## config.mk

```make
export PLATFORM = sky130hd
export DESIGN_NAME = skaf_ctrl
export DESIGN_NICKNAME = d
export VERILOG_FILES = /design/src/rtl/skaf_pkg.sv /design/src/rtl/skaf_ctrl.sv
export SDC_FILE = /design/constraint.sdc
export NUM_CORES = 1
export LEC_CHECK = 0
export BUFFER_PORTS_ARGS = -buffer_cell sky130_fd_sc_hd__buf_2
export CAP_MARGIN = 10
export CORE_AREA = 2 2 39 41
export CTS_CLUSTER_DIAMETER = 40
export CTS_CLUSTER_SIZE = 30
export DETAILED_ROUTE_END_ITERATION = 10
export DIE_AREA = 0 0 41 43
export GPL_TIMING_DRIVEN = 1
export PLACE_DENSITY = 0.73
export SYNTH_ARGS = -nofsm -noshare
export SYNTH_HDL_FRONTEND = slang
export SYNTH_SLANG_ARGS = --single-unit
```

## constraint.sdc

```tcl
create_clock -name clock -period 3.2 [get_ports clock]
set_input_delay 0.48 -clock clock [delete_from_list [all_inputs] [get_ports clock]]
set_output_delay 0.48 -clock clock [all_outputs]
set_load 0.01 [all_outputs]
```

## src/rtl/skaf_pkg.sv

```systemverilog
package skaf_pkg;

   localparam int FRAC_BITS = 16;
   localparam int GAIN_BITS = 16;
   localparam logic [16:0] GAIN_ONE = 17'h10000;
   localparam logic [31:0] COV_MAX = 32'h7FFF_FFFF;

   localparam logic [16:0] PERIOD_RESET = 17'd131;
   localparam logic [24:0] QNOISE_RESET = 25'd196608;
   localparam logic [27:0] RNOISE_RESET = 28'd98304000;

   localparam logic [1:0] CSR_PERIOD = 2'd0;
   localparam logic [1:0] CSR_QNOISE = 2'd1;
   localparam logic [1:0] CSR_RNOISE = 2'd2;

   // Datapath operations issued by the controller.
   localparam logic [3:0] OP_NONE    = 4'd0;
   localparam logic [3:0] OP_LOAD    = 4'd1;  // latch inputs, start rate*period
   localparam logic [3:0] OP_PRIOR   = 4'd2;  // form prior angle
   localparam logic [3:0] OP_SQ1     = 4'd3;  // P*P
   localparam logic [3:0] OP_SQ2     = 4'd4;  // q*q, sum
   localparam logic [3:0] OP_SQRT_PP = 4'd5;  // start root for Pp
   localparam logic [3:0] OP_PP2     = 4'd6;  // Pp*Pp
   localparam logic [3:0] OP_R2      = 4'd7;  // r*r, denominator
   localparam logic [3:0] OP_DIV     = 4'd8;  // start ratio divider
   localparam logic [3:0] OP_SQRT_K  = 4'd9;  // start root for gain
   localparam logic [3:0] OP_CORR    = 4'd10; // latch gain from root
   localparam logic [3:0] OP_ANGLE   = 4'd11; // gain*(meas-prior), (1-K)*hi
   localparam logic [3:0] OP_SCALE   = 4'd12; // new angle, (1-K)*lo, scaled sum
   localparam logic [3:0] OP_SQRT_P  = 4'd13; // start root for new P
   localparam logic [3:0] OP_COMMIT  = 4'd14; // write state as the word is taken

   typedef struct packed {
      logic [3:0] op;
   } dp_cmd_type;

   typedef struct packed {
      logic unit_busy;
      logic den_zero;
   } dp_status_type;

endpackage

```

## src/rtl/skaf_ctrl.sv

```systemverilog
module skaf_ctrl (
   input  logic                    clock,
   input  logic                    reset,
   input  logic                    req_valid,
   output logic                    req_stall,
   output logic                    rsp_valid,
   input  logic                    rsp_stall,
   output skaf_pkg::dp_cmd_type    cmd,
   input  skaf_pkg::dp_status_type status
);

   localparam logic [3:0] S_IDLE  = 4'd0;
   localparam logic [3:0] S_PRIOR = 4'd1;
   localparam logic [3:0] S_SQ1   = 4'd2;
   localparam logic [3:0] S_SQ2   = 4'd3;
   localparam logic [3:0] S_RPP   = 4'd4;
   localparam logic [3:0] S_WPP   = 4'd5;
   localparam logic [3:0] S_R2    = 4'd6;
   localparam logic [3:0] S_DIV   = 4'd7;
   localparam logic [3:0] S_WDIV  = 4'd8;
   localparam logic [3:0] S_WK    = 4'd9;
   localparam logic [3:0] S_ANG   = 4'd10;
   localparam logic [3:0] S_SCL   = 4'd11;
   localparam logic [3:0] S_RP    = 4'd12;
   localparam logic [3:0] S_WP    = 4'd13;
   localparam logic [3:0] S_OUT   = 4'd14;

   logic [3:0] state_ff, state_in;
   logic       started_ff, started_in;
   logic       accept;

   assign req_stall = (state_ff != S_IDLE);
   assign accept    = req_valid && !req_stall;
   // The word is offered only once the covariance root has settled.
   assign rsp_valid = (state_ff == S_OUT) && !started_ff && !status.unit_busy;

   always_comb begin
      state_in   = state_ff;
      started_in = 1'b0;
      cmd.op     = skaf_pkg::OP_NONE;
      unique case (state_ff)
         S_IDLE: if (accept) begin
            cmd.op = skaf_pkg::OP_LOAD; state_in = S_PRIOR;
         end
         S_PRIOR: begin cmd.op = skaf_pkg::OP_PRIOR; state_in = S_SQ1; end
         S_SQ1:   begin cmd.op = skaf_pkg::OP_SQ1; state_in = S_SQ2; end
         S_SQ2:   begin cmd.op = skaf_pkg::OP_SQ2; state_in = S_RPP; end
         S_RPP:   begin cmd.op = skaf_pkg::OP_SQRT_PP; state_in = S_WPP; started_in = 1'b1; end
         S_WPP: if (!started_ff && !status.unit_busy) begin
            cmd.op = skaf_pkg::OP_PP2; state_in = S_R2;
         end
         S_R2:    begin cmd.op = skaf_pkg::OP_R2; state_in = S_DIV; end
         S_DIV: begin
            if (status.den_zero) state_in = S_ANG;
            else begin
               cmd.op = skaf_pkg::OP_DIV; state_in = S_WDIV; started_in = 1'b1;
            end
         end
         S_WDIV: if (!started_ff && !status.unit_busy) begin
            cmd.op = skaf_pkg::OP_SQRT_K; state_in = S_WK; started_in = 1'b1;
         end
         S_WK: if (!started_ff && !status.unit_busy) state_in = S_ANG;
         S_ANG: begin
            // The gain is latched here on the way into the correction step.
            cmd.op = skaf_pkg::OP_CORR; state_in = S_SCL;
         end
         S_SCL: begin cmd.op = skaf_pkg::OP_ANGLE; state_in = S_RP; end
         S_RP: begin
            cmd.op = skaf_pkg::OP_SCALE; state_in = S_WP;
         end
         S_WP: begin
            cmd.op = skaf_pkg::OP_SQRT_P; state_in = S_OUT; started_in = 1'b1;
         end
         S_OUT: if (rsp_valid && !rsp_stall) begin
            cmd.op = skaf_pkg::OP_COMMIT; state_in = S_IDLE;
         end
         default: state_in = S_IDLE;
      endcase
   end

   always_ff @(posedge clock) begin
      if (reset) begin
         state_ff   <= S_IDLE;
         started_ff <= 1'b0;
      end else begin
         state_ff   <= state_in;
         started_ff <= started_in;
      end
   end

`ifndef ASSERT_OFF
   a_no_accept_busy: assert property (@(posedge clock) disable iff (reset)
      state_ff != S_IDLE |-> req_stall) else $error("input taken while busy");
   a_load_leaves: assert property (@(posedge clock) disable iff (reset)
      accept |=> state_ff == S_PRIOR) else $error("word accepted without start");
   a_out_holds: assert property (@(posedge clock) disable iff (reset)
      rsp_valid && rsp_stall |=> rsp_valid) else $error("result dropped under stall");
`endif

endmodule

```

After elaboration in Yosys (flattened, before gate mapping)
Index checks and enable logic that the tools add are counted.
{ "word_totals": {"in_bits": 6, "register_bits": 5, "elab_cells": 50} }
{ "op_classes": {"n_reduce_logical": 13, "n_eq_ne": 19, "mux": 16} }
{ "op_table": {"columns": ["operator", "count"], "rows": [
  ["4-bit case mux with 15 select lines", 1],
  ["4-bit case mux with 14 select lines", 1],
  ["4-bit 2-to-1 mux", 8],
  ["4-bit == test, second input constant", 7],
  ["4-bit by 3-bit == test with 1-bit output, second input constant", 4],
  ["4-bit by 2-bit == test with 1-bit output, second input constant", 2],
  ["2-bit != test, second input constant", 4],
  ["1-bit logical AND", 5],
  ["5-bit AND reduction", 1],
  ["4-bit by 1-bit == test with 1-bit output, second input constant", 1],
  ["1-bit logical NOT", 4],
  ["4-bit logical NOT", 1],
  ["4-bit nonzero test", 1],
  ["1-bit 2-to-1 mux", 3],
  ["3-bit 2-to-1 mux", 1],
  ["1-bit case mux with 3 select lines", 1],
  ["2-bit 2-to-1 mux", 1],
  ["2-bit by 1-bit != test with 1-bit output, second input constant", 1],
  ["2-bit OR reduction", 1]
]} }

Longest topological paths before layout
{ "depth": {"word_depth": 6, "depth_mapped": 5, "mapped_depth_nobuf": 3} }

Worst setup path before layout
OpenSTA, ideal clock, no wires.
{ "synth_path": {"kind": "input-to-output", "startpoint": "input status[1] (netlist name)", "endpoint": "output cmd[1] (netlist name)", "cell_stages": 3, "arrival_ns": 1.142, "n_path_buf": 0, "slack_ns": 1.578, "required_ns": 2.720, "cell_sequence": "or3_4 -> o22ai_1 -> o2bb2ai_1"} }
{ "synth_rtl": {"columns": ["element", "line", "rtl"], "rows": [
  ["start, declared", "skaf_ctrl.sv:9", "input skaf_pkg::dp_status_type status"],
  ["end, declared", "skaf_ctrl.sv:8", "output skaf_pkg::dp_cmd_type cmd,"]
]} }

==> results.toml <==
[worst_hold_path]
holdPathEnd = "state_ff[3]"
hold_path_class = "in -> reg"
hp-start = "reset"
hold_path_depth = 2

[sta]
whs_ns = 0.4886
maxSlewHeadroom_pct = 54.33
fmax_mhz = 461.0
worstMarginPinSlew_ns = 0.6841
setup_viol_count_final = 0
layout_min_cycle_time_ns = 2.169
final.setup_skew_ns = 0.002056
setup-tns-final_ns = 0
rsz0062_at_grt = "false"
finalMaxSlewViolations = 0
min_period_over_period_pct = 67.78
finalHoldViolations = 0

[clocking]
clk_pin_slew_ns = 0.04
ctsHoldBuffers = 0
cts_made_buffers = 3
clockBufferDepth = 2
cts_resized = 0
clock-sinks = 5
cts_setup_buffers = 0
htree_levels = 1
tritoncts = "done"
worstSkewPairLatency_ns = 0.24
cts_root_buffer = "clkbuf_4"

[die]
core_sq_mm = 0.001384
dieWidth_microns = 41
die_y_microns = 43
num_rows = 14
ios = 12
die_area_sq_mm = 0.001763
start_util_pct = 42.04

[global_routing]
track_usage_pct = 14.79
grt_overflow = 0
first_global_vias = 439
antenna_found_initial = 0
grt_pass1_wl_microns = 1856
grt_max_degree = 23

[synth]
yosysUniqueCellTypes = 36
syn_nets = 79
avgSynthCellArea_sq_um = 7.970
synth.top_cell.area_share_pct = 17.20
synthArstFlopShare_pct = 0
synth_cells = 73
ys_top_cells_by_area = "dfxtp_1 17%, buf_6 7.7%, nand2b_1 4.3%"
synth_area_sq_um = 581.8
synth_seq_cells = 5
ys.flop_type = "dfxtp_1"
synth_edf_count = 0
synth_warnings = 0
yosysTopAreaCell = "dfxtp_1"
ys_seq_area_share_pct = 17.20

[routing]
drt_iter0_drc = 9
via_per_inst = 5.781
first_pass_iters = 4
num_vias = 555
highest_layer = "met4"
ant_nets = 0
drt-total-wl_microns = 1166
drc = 0
wl_per_cell_microns = 12.15
route.met2.wl_microns = 571
met3_length_microns = 34
wl_met1_microns = 551

[flow_run]
drv_cap = 0

[worst_setup_path]
cp.required_ns = 2.72
endpoint_kind = "output port"
worstReg2RegEnd = "state_ff[1]"
crit-reg2reg-launch = "state_ff[3]"
crit_fanout = 22
r2r_cells = 3
rrSetupSlack_ns = 1.73
arrival_ns = 1.69
critPathKind = "reg -> out"
start_kind = "register"

[cells_and_area]
post-route-util_pct = 44.48
drive_gt1_share_pct = 22.50
area.growth.synth_to_final_pct = 5.806
num_antenna_cells = 0
fillers = 148
nNetsFinal = 87

[placed_design]
io_buffers = 11
dpl.hpwl_microns = 790.9
gp_congestion = 0.7525

[pwr]
p_sw_uw = 87.69
p_int_uw = 157.0
pwr-share-seq_pct = 38.6
pwr-share-clk_pct = 28.6
sw_frac_of_total_pct = 35.84
leakagePower_uw = 0.0002379
pwr-share-comb_pct = 32.8
ir_worst_vdd_mv = 0.1837
power_density_mw_per_mm2 = 397.4

[status]
outcome = "completed"
==> worst max-delay path by stage <==
stage / end / start / cells after the start / slack (ns)
final: cmd[1] / state_ff[3] / 4 / 1.03
after global routing: cmd[0] / state_ff[0] / 4 / 0.86
after CTS: cmd[0] / state_ff[0] / 4 / 1.02
after detailed placement: cmd[0] / status[1] / 5 / 1.27
after global placement: cmd[1] / status[1] / 5 / 1.31
after floorplan: cmd[1] / status[1] / 3 / 1.58
==> cell families after synthesis <==
kind of cell              synth area share, %
AOI/OAI and AO/OA                       33.55
buffers and inverters                   12.90
and+or+nand+nor                         31.40
DFF                                     17.20
muxes                                   3.441
xor gates and xnor gates                1.506
==> cells in the final DEF, fill, tap and decap left out, drive strengths merged, types with 2 or more instances in the layout <==
master / n
o22ai: 3
o21bai: 3
nor2: 4
mux2i: 2
nand3b: 3
a221oi: 2
buf: 11
a21oi: 3
nand2b: 4
dfxtp: 5
nor2b: 4
nand2: 4
o2bb2ai: 2
o21ai: 6
clkbuf: 4
nor3: 2
inv: 2
==> final cells by class <==
| type | instances | area [sq um] | share of cell area, % |
|---|---|---|---|
| inverters | 2 | 7.507 | 1.220 |
| repair buffers | 11 | 55.05 | 8.943 |
| flip-flops and latches | 5 | 100.1 | 16.26 |
| well taps | 16 | 20.02 | 3.252 |
| multi-input cells | 58 | 406.6 | 66.06 |
| clock buffers | 4 | 26.28 | 4.268 |
==> critical path: stages, from the launching register on <==
cell       delay, ns
dfxtp_1         0.75
inv_1           0.21
o22ai_1         0.21
o2bb2ai_1       0.13
buf_2           0.15
==> per-stage QoR <==
| step | cells | setup WS (ns) | cell area [sq um] | power (uW) |
|---|---|---|---|---|
| 2_1_floorplan | 73 | 1.578 | 581.8 | 160.1 |
| 3_5_place_dp | 92 | 1.273 | 589.3 | 175.5 |
| 5_1_grt | 96 | 0.8632 | 615.6 | 266.1 |
| 3_3_place_gp | 92 | 1.312 | 589.3 | 174.1 |
| 4_1_cts | 96 | 1.019 | 615.6 | 248.0 |
| 6_report | 96 | 1.031 | 615.6 | 244.7 |
==> cells in the mapped netlist (2+ instances only) <==
master	n
a21oi_1	3
buf_2	3
buf_6	4
dfxtp_1	5
inv_1	2
mux2i_1	2
nand2_1	4
nand2b_1	4
nand3b_1	3
nor2_1	4
nor2b_1	4
nor3_2	2
o21ai_0	3
o21ai_1	3
o21bai_1	3
o22ai_1	3
o2bb2ai_1	2
==> power groups by stage <==
| stage | clock network [uW] | registers, uW | logic [uW] |
|---|---|---|---|
| 4_1_cts | 73.1 | 94.0 | 80.8 |
| 3_5_place_dp | 0 | 94.9 | 80.5 |
| 6_report | 70.1 | 94.4 | 80.1 |
| 5_1_grt | 77.5 | 98.0 | 90.6 |
| 3_3_place_gp | 0 | 94.7 | 79.4 |
| 2_1_floorplan | 0 | 73.1 | 87.0 |
==> per-layer routing <==
metal / track usage [%] / vias up
met4: 5.333 / 0
met2: 20.94 / 11
li1: - / 291
met5: 0 / -
met3: 3.665 / 2
met1: 21.04 / 251
==> state kept, by name (all words and copies together) (netlist names) <==
name        flops
started_ff      1
state_ff        4
No activity file was read; power rests on OpenSTA's default activity.
